### src/hdl/assert_macros.svh
// Assertion macros shared by the prefetch timing RTL
`ifndef ASSERT_MACROS_SVH
`define ASSERT_MACROS_SVH
`ifndef SYNTHESIS
// Property checked on every rising clock edge outside reset
`define CPT_ASSERT(name, prop, msg) \
  name: assert property (@(posedge clk_i) disable iff (!rst_ni) prop) else $error(msg);
// Same-cycle implication checked outside reset
`define CPT_ASSERT_IMPL(name, ante, cons, msg) \
  name: assert property (@(posedge clk_i) disable iff (!rst_ni) (ante) |-> (cons)) \
    else $error(msg);
`else
`define CPT_ASSERT(name, prop, msg)
`define CPT_ASSERT_IMPL(name, ante, cons, msg)
`endif
`endif

### src/hdl/cpt_pkg.sv
// Types, constants and wait-table functions of the prefetch timing block
package cpt_pkg;

  localparam int unsigned THUMB_CAPACITY = 8;
  localparam int unsigned ARM_CAPACITY   = 4;

  localparam int unsigned CNT_W  = 4;
  localparam int unsigned DUTY_W = 6;
  localparam int unsigned CD_W   = 11;

  localparam logic [31:0] ROM_LO = 32'h0800_0000;
  localparam logic [31:0] ROM_HI = 32'h0DFF_FFFF;

  localparam logic signed [CD_W-1:0] CD_FLOOR = -11'sd1023;
  localparam logic signed [CD_W-1:0] CD_MAX   = 11'sd63;

  localparam logic KIND_IDLE   = 1'b0;
  localparam logic KIND_ACCESS = 1'b1;

  typedef enum logic [2:0] {
    CFG_SRAM_WAIT  = 3'd0,
    CFG_WS0_NONSEQ = 3'd1,
    CFG_WS0_SEQ    = 3'd2,
    CFG_WS1_NONSEQ = 3'd3,
    CFG_WS1_SEQ    = 3'd4,
    CFG_WS2_NONSEQ = 3'd5,
    CFG_WS2_SEQ    = 3'd6,
    CFG_PREFETCH   = 3'd7
  } cfg_idx_e;

  typedef struct packed {
    logic        kind;
    logic [31:0] address;
    logic        is_code;
    logic [7:0]  access_cycles;
    logic        thumb_mode;
    logic [31:0] program_counter;
    logic        buffer_was_disabled;
    logic        dma_started;
    logic [15:0] dma_duration;
    logic [4:0]  page_seq_wait16;
    logic [5:0]  page_seq_wait32;
  } item_t;

  typedef struct packed {
    logic [8:0] charged_cycles;
    logic       disabled_flag_cleared;
  } result_t;

  typedef struct packed {
    logic [1:0] sram_wait_sel;
    logic [1:0] ws0_nonseq_sel;
    logic       ws0_seq_sel;
    logic [1:0] ws1_nonseq_sel;
    logic       ws1_seq_sel;
    logic [1:0] ws2_nonseq_sel;
    logic       ws2_seq_sel;
    logic       prefetch_enable;
  } cfg_t;

  // Controller to datapath
  typedef struct packed {
    logic load;
    logic eval;
    logic step;
    logic push;
  } cmd_t;

  // Datapath to controller
  typedef struct packed {
    logic refill;
    logic cd_le0;
    logic step_last;
    logic out_free;
  } status_t;

  function automatic logic [3:0] nseq_wait(input logic [1:0] sel);
    logic [3:0] w;
    case (sel)
      2'd0:    w = 4'd5;
      2'd1:    w = 4'd4;
      2'd2:    w = 4'd3;
      default: w = 4'd9;
    endcase
    return w;
  endfunction

  function automatic logic [3:0] s0_wait(input logic sel);
    return sel ? 4'd2 : 4'd3;
  endfunction

  function automatic logic [3:0] s1_wait(input logic sel);
    return sel ? 4'd2 : 4'd5;
  endfunction

  function automatic logic [3:0] s2_wait(input logic sel);
    return sel ? 4'd2 : 4'd9;
  endfunction

  // 16-bit sequential wait of a page
  function automatic logic [4:0] seq16(input logic [7:0] page, input logic [4:0] in16,
                                       input cfg_t cfg);
    logic [4:0] w;
    case (page) inside
      8'h08, 8'h09: w = {1'b0, s0_wait(cfg.ws0_seq_sel)};
      8'h0A, 8'h0B: w = {1'b0, s1_wait(cfg.ws1_seq_sel)};
      8'h0C, 8'h0D: w = {1'b0, s2_wait(cfg.ws2_seq_sel)};
      8'h0E, 8'h0F: w = {1'b0, nseq_wait(cfg.sram_wait_sel)};
      default:      w = in16;
    endcase
    return w;
  endfunction

  // 32-bit sequential wait of a page
  function automatic logic [5:0] seq32(input logic [7:0] page, input logic [5:0] in32,
                                       input cfg_t cfg);
    logic [4:0] s;
    logic [5:0] w;
    s = seq16(page, 5'd0, cfg);
    case (page) inside
      [8'h08:8'h0D]: w = {s, 1'b0};
      8'h0E, 8'h0F:  w = {2'b0, nseq_wait(cfg.sram_wait_sel)};
      default:       w = in32;
    endcase
    return w;
  endfunction

  function automatic logic [CNT_W-1:0] capacity(input logic thumb);
    return thumb ? CNT_W'(THUMB_CAPACITY) : CNT_W'(ARM_CAPACITY);
  endfunction

  function automatic logic [2:0] fetch_width(input logic thumb);
    return thumb ? 3'd2 : 3'd4;
  endfunction

endpackage

### src/hdl/cpt_if.sv
// Handshake channels of the prefetch timing block

// Input item channel
interface cpt_item_if;
  logic           valid;
  logic           ready;
  cpt_pkg::item_t data;
  modport source (output valid, output data, input ready);
  modport sink (input valid, input data, output ready);
endinterface

// Result channel
interface cpt_result_if;
  logic             valid;
  logic             ready;
  cpt_pkg::result_t data;
  modport source (output valid, output data, input ready);
  modport sink (input valid, input data, output ready);
endinterface

// Configuration write channel
interface cpt_cfg_if;
  logic       valid;
  logic       ready;
  logic [2:0] index;
  logic [7:0] wdata;
  modport source (output valid, output index, output wdata, input ready);
  modport sink (input valid, input index, input wdata, output ready);
endinterface

### src/hdl/cpt_ctrl.sv
// Sequencing state machine of the prefetch timing block
`include "assert_macros.svh"

module cpt_ctrl (
  input  logic              clk_i,
  input  logic              rst_ni,
  input  logic              in_valid_i,
  output logic              in_ready_o,
  input  cpt_pkg::status_t  status_i,
  output cpt_pkg::cmd_t     cmd_o
);

  typedef enum logic [3:0] {
    S_IDLE = 4'b0001,
    S_CALC = 4'b0010,
    S_FILL = 4'b0100,
    S_DONE = 4'b1000
  } state_e;

  state_e state_q, state_d;

  assign in_ready_o = (state_q == S_IDLE);

  // Next state and commands
  always_comb begin
    state_d = state_q;
    cmd_o   = '0;
    case (state_q)
      S_IDLE: begin
        if (in_valid_i) begin
          cmd_o.load = 1'b1;
          state_d    = S_CALC;
        end
      end
      S_CALC: begin
        cmd_o.eval = 1'b1;
        state_d    = status_i.refill ? S_FILL : S_DONE;
      end
      S_FILL: begin
        if (status_i.cd_le0) begin
          cmd_o.step = 1'b1;
          if (status_i.step_last) begin
            state_d = S_DONE;
          end
        end else begin
          state_d = S_DONE;
        end
      end
      S_DONE: begin
        if (status_i.out_free) begin
          cmd_o.push = 1'b1;
          state_d    = S_IDLE;
        end
      end
      default: state_d = S_IDLE;
    endcase
  end

  // Hold state
  always_ff @(posedge clk_i or negedge rst_ni) begin
    if (!rst_ni) begin
      state_q <= S_IDLE;
    end else begin
      state_q <= state_d;
    end
  end

  `CPT_ASSERT(a_accept_to_calc, (in_valid_i && in_ready_o) |=> (state_q == S_CALC), "accepted transfer did not start evaluation")
  `CPT_ASSERT_IMPL(a_push_when_free, cmd_o.push, status_i.out_free, "result pushed over a pending one")
  `CPT_ASSERT_IMPL(a_step_when_due, cmd_o.step, status_i.cd_le0, "refill step with countdown running")

endmodule

### src/hdl/cpt_datapath.sv
// Buffer state, wait tables, charge computation and result register
`include "assert_macros.svh"

module cpt_datapath (
  input  logic              clk_i,
  input  logic              rst_ni,
  input  cpt_pkg::item_t    item_i,
  input  logic              cfg_valid_i,
  input  logic [2:0]        cfg_index_i,
  input  logic [7:0]        cfg_wdata_i,
  input  logic              out_ready_i,
  output logic              out_valid_o,
  output cpt_pkg::result_t  out_data_o,
  input  cpt_pkg::cmd_t     cmd_i,
  output cpt_pkg::status_t  status_o
);

  localparam int unsigned CW = cpt_pkg::CNT_W;
  localparam int unsigned DW = cpt_pkg::DUTY_W;
  localparam int unsigned KW = cpt_pkg::CD_W;

  cpt_pkg::cfg_t    cfg_q, cfg_d;
  cpt_pkg::item_t   it_q;
  cpt_pkg::result_t res_q;
  logic             out_valid_q, out_valid_d;

  logic                 active_q, active_d;
  logic [CW-1:0]        cnt_q, cnt_d;
  logic                 thumb_q, thumb_d;
  logic [DW-1:0]        duty_q, duty_d;
  logic signed [KW-1:0] cd_q, cd_d;
  logic [31:0]          head_q, head_d;
  logic [31:0]          fetch_q, fetch_d;
  logic [15:0]          free_q, free_d;
  logic [8:0]           charged_q, charged_d;
  logic                 cleared_q, cleared_d;
  logic                 infl_q, infl_d;

  logic [7:0]           page;
  logic [4:0]           s16;
  logic [5:0]           s32;
  logic [CW-1:0]        cap_cur;
  logic [2:0]           w_cur;
  logic [2:0]           w_new;
  logic                 cd_pos;
  logic                 cd_le0;
  logic                 in_rom;
  logic signed [KW-1:0] half;
  logic                 pen;
  logic [7:0]           n16;
  logic [7:0]           cycf;
  logic [15:0]          free_win;
  logic                 is_idle, is_noncode, is_hit, is_infl, is_full;
  logic                 refill;
  logic signed [KW-1:0] cd_dec;
  logic [CW-1:0]        cnt_step;
  logic                 step_last;
  logic [DW-1:0]        duty_new;
  logic [31:0]          fetch_new;

  // Decode the held item against the buffer state
  always_comb begin
    page     = it_q.address[31:24];
    s16      = cpt_pkg::seq16(page, it_q.page_seq_wait16, cfg_q);
    s32      = cpt_pkg::seq32(page, it_q.page_seq_wait32, cfg_q);
    cap_cur  = cpt_pkg::capacity(thumb_q);
    w_cur    = cpt_pkg::fetch_width(thumb_q);
    w_new    = cpt_pkg::fetch_width(it_q.thumb_mode);
    cd_le0   = cd_q[KW-1] || (cd_q == '0);
    cd_pos   = !cd_le0;
    in_rom   = (it_q.program_counter >= cpt_pkg::ROM_LO) &&
               (it_q.program_counter <= cpt_pkg::ROM_HI);
    half     = $signed({{(KW-DW+1){1'b0}}, duty_q[DW-1:1]}) + 11'sd1;
    pen      = active_q && in_rom &&
               ((cd_q == 11'sd1) || (!thumb_q && (cd_q == half)));
    n16      = {4'b0, cpt_pkg::nseq_wait(cfg_q.ws0_nonseq_sel)};
    cycf     = it_q.access_cycles;
    if (it_q.buffer_was_disabled) begin
      if (it_q.access_cycles == {3'b0, s16}) begin
        cycf = n16;
      end else if (it_q.access_cycles == {2'b0, s32}) begin
        cycf = n16 + {4'b0, cpt_pkg::s0_wait(cfg_q.ws0_seq_sel)};
      end
    end
    free_win   = it_q.dma_started ? it_q.dma_duration : free_q;
    is_idle    = (it_q.kind == cpt_pkg::KIND_IDLE);
    is_noncode = (it_q.kind == cpt_pkg::KIND_ACCESS) && !it_q.is_code;
    is_hit     = (it_q.kind == cpt_pkg::KIND_ACCESS) && it_q.is_code && active_q &&
                 (cnt_q != '0) && (it_q.address == head_q);
    is_infl    = (it_q.kind == cpt_pkg::KIND_ACCESS) && it_q.is_code && !is_hit &&
                 active_q && cd_pos && (it_q.address == fetch_q);
    is_full    = (it_q.kind == cpt_pkg::KIND_ACCESS) && it_q.is_code && !is_hit && !is_infl;
    refill     = (is_idle && (free_win == '0) && active_q) || is_hit || is_infl;
    cd_dec     = (cd_q == cpt_pkg::CD_FLOOR) ? cd_q : (cd_q - 11'sd1);
    cnt_step   = (cnt_q < cap_cur) ? (cnt_q + 1'b1) : cnt_q;
    step_last  = !(cfg_q.prefetch_enable && (cnt_step < cap_cur));
    duty_new   = it_q.thumb_mode ? {1'b0, s16} : s32;
    fetch_new  = it_q.address + {29'b0, w_new};
  end

  assign status_o.refill    = refill;
  assign status_o.cd_le0    = cd_le0;
  assign status_o.step_last = step_last;
  assign status_o.out_free  = !out_valid_q || out_ready_i;

  // Next buffer state per command
  always_comb begin
    active_d    = active_q;
    cnt_d       = cnt_q;
    thumb_d     = thumb_q;
    duty_d      = duty_q;
    cd_d        = cd_q;
    head_d      = head_q;
    fetch_d     = fetch_q;
    free_d      = free_q;
    charged_d   = charged_q;
    cleared_d   = cleared_q;
    infl_d      = infl_q;
    out_valid_d = out_valid_q;
    if (out_ready_i) begin
      out_valid_d = 1'b0;
    end
    if (cmd_i.eval) begin
      charged_d = '0;
      cleared_d = 1'b0;
      infl_d    = is_infl;
      if (is_idle) begin
        free_d = (free_win == '0) ? '0 : (free_win - 16'd1);
        if (free_win == '0) begin
          charged_d = 9'd1;
          if (active_q) begin
            cd_d = cd_dec;
          end
        end
      end else if (is_noncode) begin
        charged_d = {1'b0, it_q.access_cycles} + {8'b0, pen};
        active_d  = 1'b0;
      end else if (is_hit) begin
        charged_d = 9'd1;
        cnt_d     = cnt_q - 1'b1;
        head_d    = head_q + {29'b0, w_cur};
        cd_d      = cd_dec;
      end else if (is_infl) begin
        charged_d = {3'b0, cd_q[DW-1:0]};
        cd_d      = '0;
      end else begin
        charged_d = {1'b0, cycf} + {8'b0, pen};
        cleared_d = it_q.buffer_was_disabled;
        if (cfg_q.prefetch_enable) begin
          active_d = 1'b1;
          cnt_d    = '0;
          thumb_d  = it_q.thumb_mode;
          duty_d   = duty_new;
          cd_d     = $signed({{(KW-DW){1'b0}}, duty_new});
          fetch_d  = fetch_new;
          head_d   = fetch_new;
        end else begin
          active_d = 1'b0;
        end
      end
    end
    // One refill iteration
    if (cmd_i.step) begin
      cnt_d = cnt_step;
      if (!step_last) begin
        fetch_d = fetch_q + {29'b0, w_cur};
        cd_d    = cd_q + $signed({{(KW-DW){1'b0}}, duty_q});
      end
    end
    // Finish an in-flight hit and hand over the result
    if (cmd_i.push) begin
      if (infl_q) begin
        head_d = fetch_q;
        cnt_d  = '0;
      end
      out_valid_d = 1'b1;
    end
  end

  // Configuration writes
  always_comb begin
    cfg_d = cfg_q;
    if (cfg_valid_i) begin
      case (cpt_pkg::cfg_idx_e'(cfg_index_i))
        cpt_pkg::CFG_SRAM_WAIT:  cfg_d.sram_wait_sel   = cfg_wdata_i[1:0];
        cpt_pkg::CFG_WS0_NONSEQ: cfg_d.ws0_nonseq_sel  = cfg_wdata_i[1:0];
        cpt_pkg::CFG_WS0_SEQ:    cfg_d.ws0_seq_sel     = cfg_wdata_i[0];
        cpt_pkg::CFG_WS1_NONSEQ: cfg_d.ws1_nonseq_sel  = cfg_wdata_i[1:0];
        cpt_pkg::CFG_WS1_SEQ:    cfg_d.ws1_seq_sel     = cfg_wdata_i[0];
        cpt_pkg::CFG_WS2_NONSEQ: cfg_d.ws2_nonseq_sel  = cfg_wdata_i[1:0];
        cpt_pkg::CFG_WS2_SEQ:    cfg_d.ws2_seq_sel     = cfg_wdata_i[0];
        cpt_pkg::CFG_PREFETCH:   cfg_d.prefetch_enable = cfg_wdata_i[0];
        default:                 cfg_d = cfg_q;
      endcase
    end
  end

  // Hold control state, configuration and buffer state
  always_ff @(posedge clk_i or negedge rst_ni) begin
    if (!rst_ni) begin
      cfg_q       <= '0;
      active_q    <= 1'b0;
      cnt_q       <= '0;
      thumb_q     <= 1'b0;
      duty_q      <= '0;
      cd_q        <= '0;
      head_q      <= '0;
      fetch_q     <= '0;
      free_q      <= '0;
      infl_q      <= 1'b0;
      out_valid_q <= 1'b0;
    end else begin
      cfg_q       <= cfg_d;
      active_q    <= active_d;
      cnt_q       <= cnt_d;
      thumb_q     <= thumb_d;
      duty_q      <= duty_d;
      cd_q        <= cd_d;
      head_q      <= head_d;
      fetch_q     <= fetch_d;
      free_q      <= free_d;
      infl_q      <= infl_d;
      out_valid_q <= out_valid_d;
    end
  end

  // Capture the item, the running charge and the result payload
  always_ff @(posedge clk_i) begin
    charged_q <= charged_d;
    cleared_q <= cleared_d;
    if (cmd_i.load) begin
      it_q <= item_i;
    end
    if (cmd_i.push) begin
      res_q.charged_cycles        <= charged_q;
      res_q.disabled_flag_cleared <= cleared_q;
    end
  end

  assign out_valid_o = out_valid_q;
  assign out_data_o  = res_q;

  `CPT_ASSERT(a_cnt_capped, (cnt_q <= cap_cur), "buffered count above capacity")
  `CPT_ASSERT(a_cd_floor, (cd_q >= cpt_pkg::CD_FLOOR), "countdown below floor")
  `CPT_ASSERT(a_cd_ceiling, (cd_q <= cpt_pkg::CD_MAX), "countdown above largest duty")

endmodule

### src/hdl/cartridge_prefetch_timing.sv
// Cartridge prefetch buffer timing: an item is accepted, evaluated and handed over, with an
// optional refill loop before hand-over that buffers one fetch per cycle up to the capacity
// (8 in Thumb, 4 in ARM); the next item is taken as soon as the result sits in the output
// register, and a result still waiting there holds the hand-over and so stalls the next item.
// Reset clears the buffer state, the DMA window and all configuration registers
// to zero and empties the output register; no clearing pass is needed.
module cartridge_prefetch_timing (
  input logic           clk_i,
  input logic           rst_ni,
  cpt_item_if.sink      item_i,
  cpt_cfg_if.sink       cfg_i,
  cpt_result_if.source  result_o
);

  cpt_pkg::cmd_t    cmd;
  cpt_pkg::status_t status;

  // Configuration is always taken
  assign cfg_i.ready = 1'b1;

  cpt_ctrl u_ctrl (
    .clk_i      (clk_i),
    .rst_ni     (rst_ni),
    .in_valid_i (item_i.valid),
    .in_ready_o (item_i.ready),
    .status_i   (status),
    .cmd_o      (cmd)
  );

  cpt_datapath u_datapath (
    .clk_i       (clk_i),
    .rst_ni      (rst_ni),
    .item_i      (item_i.data),
    .cfg_valid_i (cfg_i.valid),
    .cfg_index_i (cfg_i.index),
    .cfg_wdata_i (cfg_i.wdata),
    .out_ready_i (result_o.ready),
    .out_valid_o (result_o.valid),
    .out_data_o  (result_o.data),
    .cmd_i       (cmd),
    .status_o    (status)
  );

endmodule
### src/flat_wrapper.sv
// flat-port wrapper written by rule: the top's interface ports become plain ports
module cartridge_prefetch_timing_flat 
  (clk_i, rst_ni, item_i_valid, item_i_data, item_i_ready, cfg_i_valid, cfg_i_index, cfg_i_wdata, cfg_i_ready, result_o_valid, result_o_data, result_o_ready);
  cpt_item_if item_i_i ();
  cpt_cfg_if cfg_i_i ();
  cpt_result_if result_o_i ();
  input logic clk_i;
  input logic rst_ni;
  input wire logic [$bits(item_i_i.valid)-1:0] item_i_valid;
  input wire logic [$bits(item_i_i.data)-1:0] item_i_data;
  output wire logic [$bits(item_i_i.ready)-1:0] item_i_ready;
  input wire logic [$bits(cfg_i_i.valid)-1:0] cfg_i_valid;
  input wire logic [$bits(cfg_i_i.index)-1:0] cfg_i_index;
  input wire logic [$bits(cfg_i_i.wdata)-1:0] cfg_i_wdata;
  output wire logic [$bits(cfg_i_i.ready)-1:0] cfg_i_ready;
  output wire logic [$bits(result_o_i.valid)-1:0] result_o_valid;
  output wire logic [$bits(result_o_i.data)-1:0] result_o_data;
  input wire logic [$bits(result_o_i.ready)-1:0] result_o_ready;
  assign item_i_i.valid = item_i_valid;
  assign item_i_i.data = item_i_data;
  assign item_i_ready = item_i_i.ready;
  assign cfg_i_i.valid = cfg_i_valid;
  assign cfg_i_i.index = cfg_i_index;
  assign cfg_i_i.wdata = cfg_i_wdata;
  assign cfg_i_ready = cfg_i_i.ready;
  assign result_o_valid = result_o_i.valid;
  assign result_o_data = result_o_i.data;
  assign result_o_i.ready = result_o_ready;
  cartridge_prefetch_timing u_core (.clk_i(clk_i), .rst_ni(rst_ni), .item_i(item_i_i), .cfg_i(cfg_i_i), .result_o(result_o_i));
endmodule
### config.mk
export PLATFORM = sky130hd
export DESIGN_NAME = cartridge_prefetch_timing_flat
export DESIGN_NICKNAME = d
export VERILOG_FILES = /design/src/hdl/cpt_pkg.sv /design/src/hdl/cpt_if.sv /design/src/hdl/cpt_ctrl.sv /design/src/hdl/cpt_datapath.sv /design/src/hdl/cartridge_prefetch_timing.sv /design/src/flat_wrapper.sv
export VERILOG_INCLUDE_DIRS = /design/src /design/src/hdl
export SDC_FILE = /design/constraint.sdc
export NUM_CORES = 1
export LEC_CHECK = 0
export ABC_CLOCK_PERIOD_IN_PS = 9900
export BUFFER_PORTS_ARGS = -buffer_cell sky130_fd_sc_hd__buf_2
export CAP_MARGIN = 25
export CORE_MARGIN = 5
export CORE_UTILIZATION = 50
export DETAILED_ROUTE_END_ITERATION = 7
export PLACE_DENSITY = 0.79
export SETUP_SLACK_MARGIN = 0.4
export SLEW_MARGIN = 20
export SYNTH_ARGS = -nofsm -noshare
export SYNTH_HDL_FRONTEND = slang
export SYNTH_SLANG_ARGS = --single-unit
### constraint.sdc
create_clock -name clk_i -period 9.9 [get_ports clk_i]
set_input_delay 1.98 -clock clk_i [delete_from_list [all_inputs] [get_ports clk_i]]
set_output_delay 1.98 -clock clk_i [all_outputs]
set_load 0.01 [all_outputs]
==> parameters.txt <==
Parameter                              Value

Worst setup path
  Startpoint kind of the worst setup timing path    register
  Number of cell instances on the worst register-to-register path    11
  Endpoint of the worst register-to-register path    u_core.u_datapath.fetch_q[27]
  Worst setup startpoint    u_core.u_datapath.cd_q[0]
  Worst setup endpoint    u_core.u_datapath.fetch_q[27]
  Data required time at the worst endpoint    10340 ps
  Max Fanout on Critical Path    25
  Kind of critical path    reg2reg
  RR Startpoint    u_core.u_datapath.cd_q[0]
  Endpoint type of the worst setup path    register
  Critical Path AT    5060 ps
  Flop-to-flop setup slack    5280 ps

Route
  Average via count per standard cell    6.47
  Post-detailed-route wirelength per cell    20.8 um
  Post-route DRC violation count    3
  Detailed router's first-iteration violation count    1504
  Total via count in the routed design    13200
  Total iterations of the first detailed-routing run    8
  Number of nets with antenna violations after routing    0
  Total length of routed wires    42.4 mm

Final layout
  Fill cells    2414
  Share of cells above drive strength 1    0.123
  Register cell area after layout    5900 sq um
  Area overhead of the layout relative to synthesis    11.0%
  Most frequent cells in the layout    148 x sky130_fd_sc_hd__nand2_1, 139 x sky130_fd_sc_hd__nor2_1, 122 x sky130_fd_sc_hd__o21ai_0, 116 x sky130_fd_sc_hd__dfrtp_1, 106 x sky130_fd_sc_hd__a21oi_1
  Total area of multi-input combinational cells    7790 sq um
  End-of-flow core utilization    0.565
  Antenna Cells    0
  Total number of nets in the final design    1786
  Most common cell after layout, fill and taps aside    sky130_fd_sc_hd__nand2_1

Synth
  Total of flip-flops plus latches after synthesis    216
  Most used flip-flop cell after synthesis    sky130_fd_sc_hd__dfrtp_1
  Async set-reset flop share out of synthesis    0.542
  Post-synthesis sequential area ratio    0.414
  Post-synth net total    1738
  Post-synth EDFFs    99
  Post-synthesis cell type count    103
  Yosys warning total    0
  Mean Syn Cell Area    8.98 sq um
  Instance count of the mapped netlist    1589
  Netlist area before placement    14300 sq um

STA
  Final Hold Violating Endpoints    0
  Worst Clk Skew    25.6 ps
  Minimum clock period after layout    4620 ps
  Max Clk Rate    216 MHz
  Actual transition at the worst max-transition pin    1150 ps
  Remaining max-slew budget at the tightest pin    0.230
  Final setup slack of the worst path    5280 ps
  Setup TNS after final layout    0 ps
  Setup repair after global routing missed its margin    false
  Total count of max-transition violations in the final report    0
  # setup viols final    0
  Period utilisation layout    0.467

Placed design
  Worst Setup Slack post-DPL    5500 ps
  Input/output buffers    100
  HPWL Detailed    29.7 mm
  Final weighted congestion in routability-driven placement    0.957

Global route
  Vias in the first global route    12400
  Overflow left after global routing    0
  Largest net degree at the start of global routing    63
  Initial antenna violation count    0
  Overall fraction of global-route tracks in use    0.256
  Wire length of the first global-routing pass    65.7 mm

Outcome
  Violated checks    design-rule violations
  Outcome    finished with violations

Floorplanning
  Effective utilization at floorplan    0.509
  Io pins    133
  Die Area    32000 sq um
  Cell Rows    61
  Die span in y    179 um
  Width of the chip    179 um
  Core ar.    28000 sq um

CTS
  Buffer type at the clock tree root    sky130_fd_sc_hd__clkbuf_16
  Clock tree from TritonCTS    yes
  H-Tree Level Count    1
  CTS buffer count    25
  Clock latency on the worst-skew pair    550 ps
  Clk sinks    216
  Hold-fix buffer count after cts    0
  CTS clock-pin slew for the worst setup and hold paths    70 ps
  Number of cells upsized or downsized after cts    0
  Buffers inserted during post-CTS setup optimization    0
  Buffer depth of the longest clock path    3

Worst hold path
  Class of the worst hold path    reg2reg
  Number of cells on the worst hold path    0

Job
  Number of maximum-capacitance constraint violations    0

Power and ir drop
  Maximum vdd drop    0.000160 V
  Pwr per Cell Area    241 nW/um^2
  Reported leakage power    6.03 nW
## routing by layer
layer | wire length, um | share of wire | track usage
met1 | 17800 | 0.42 | 0.366
met2 | 18700 | 0.44 | 0.391
met3 | 4200 | 0.099 | 0.0420
met4 | 1630 | 0.039 | 0.101
met5 | 0 | 0 | 0
## flip-flops by register name, summed over array words and instances (netlist names)
name and cells:
u_core.u_datapath.it_q 79, u_core.u_datapath.thumb_q 1, u_core.u_datapath.duty_q 6, u_core.u_datapath.out_valid_o 1, u_core.u_datapath.cfg_q 8, u_core.u_datapath.infl_q 1
u_core.u_datapath.active_q 1, u_core.u_datapath.cnt_q 4, u_core.u_ctrl.state_q 4, u_core.u_datapath.head_q 32, u_core.u_datapath.free_q 16, u_core.u_datapath.cd_q 11
u_core.u_datapath.charged_q 9, u_core.u_datapath.cleared_q 1, u_core.u_datapath.out_data_o 10, u_core.u_datapath.fetch_q 32
## synthesized netlist by cell type (7+ instances only)
cell type,instances,area (sq um)
sky130_fd_sc_hd__inv_1,42,158
sky130_fd_sc_hd__xnor2_1,69,604
sky130_fd_sc_hd__nor2b_1,12,75.1
sky130_fd_sc_hd__edfxtp_1,99,2970
sky130_fd_sc_hd__ha_1,25,313
sky130_fd_sc_hd__mux2_2,11,124
sky130_fd_sc_hd__xor2_1,62,543
sky130_fd_sc_hd__nand3_1,65,325
sky130_fd_sc_hd__nand2b_1,18,113
sky130_fd_sc_hd__a211oi_1,16,120
sky130_fd_sc_hd__and2_1,23,144
sky130_fd_sc_hd__a221oi_1,10,87.6
sky130_fd_sc_hd__nor3_1,58,290
sky130_fd_sc_hd__nor2_1,140,526
sky130_fd_sc_hd__a21oi_1,106,531
sky130_fd_sc_hd__or3_1,14,87.6
sky130_fd_sc_hd__o31ai_1,7,52.6
sky130_fd_sc_hd__and3_1,23,144
sky130_fd_sc_hd__o22ai_1,22,138
sky130_fd_sc_hd__clkbuf_1,73,274
sky130_fd_sc_hd__nor3b_1,11,82.6
sky130_fd_sc_hd__a22oi_1,12,90.1
sky130_fd_sc_hd__nand4_1,39,244
sky130_fd_sc_hd__o211ai_1,8,60.1
sky130_fd_sc_hd__a31oi_1,22,138
sky130_fd_sc_hd__nor4_1,21,131
sky130_fd_sc_hd__nand2_1,148,556
sky130_fd_sc_hd__buf_2,15,75.1
sky130_fd_sc_hd__o21ai_0,122,611
sky130_fd_sc_hd__dfrtp_1,116,2900
sky130_fd_sc_hd__mux2i_1,16,160
sky130_fd_sc_hd__a21o_1,14,105
## logic make-up after synthesis
logic type | Yosys count | synth area share
compound gates | 427 | 0.194
xor+xnor | 132 | 0.0815
fa+ha+maj | 29 | 0.0275
buf+inv | 141 | 0.0408
flops | 216 | 0.414
mux | 28 | 0.0215
other cells | 1 | 0.000263
simple gates | 615 | 0.221
## how the worst min path moves through the flow
stage / start / to
global route: u_core.u_datapath.charged_q[8] / u_core.u_datapath.out_data_o[9]
detailed placement: u_core.u_datapath.charged_q[4] / u_core.u_datapath.out_data_o[5]
global placement: u_core.u_datapath.charged_q[1] / u_core.u_datapath.out_data_o[2]
CTS: u_core.u_datapath.cleared_q / u_core.u_datapath.out_data_o[0]
floorplan: u_core.u_datapath.cleared_q / u_core.u_datapath.out_data_o[0]
finish: u_core.u_datapath.charged_q[4] / u_core.u_datapath.out_data_o[5]
## per-stage QoR
stage | hold slack (ps) | power, W | instances | cell area, sq um
2_1_floorplan | 400 | 0.00240 | 1589 | 14300
3_3_place_gp | 405 | 0.00275 | 1987 | 15000
3_5_place_dp | 408 | 0.00279 | 1987 | 15000
4_1_cts | 431 | 0.00378 | 2033 | 15800
5_1_grt | 440 | 0.00400 | 2034 | 15800
6_report | 431 | 0.00381 | 2034 | 15800
## layout make-up
type,count,area share
clock inverter,12,0.0103
timing repair buffer,118,0.0403
inverter,44,0.0104
sequential,216,0.373
clock buffer,34,0.0443
tap,378,0.0299
multi-input combinational,1232,0.492
## worst max-delay path, cell delays in order, from the launching register on
cell                      delay [ps]
sky130_fd_sc_hd__dfrtp_1         580
sky130_fd_sc_hd__inv_1           150
sky130_fd_sc_hd__ha_1            290
sky130_fd_sc_hd__a41oi_1         450
sky130_fd_sc_hd__nand4_1         140
sky130_fd_sc_hd__or3_1           640
sky130_fd_sc_hd__nand2_1         420
sky130_fd_sc_hd__nor2_2          220
sky130_fd_sc_hd__buf_4           300
sky130_fd_sc_hd__nor2_1          900
sky130_fd_sc_hd__a21oi_1          70
sky130_fd_sc_hd__o221a_2         320
## where the power goes
part	internal [W]	switching, W	total (W)
registers	0.00120	0.000372	0.00158
clock network	0.000580	0.000395	0.000975
logic	0.000508	0.000754	0.00126
total	0.00229	0.00152	0.00381
Note: power is estimated with default switching activity, not from simulation.
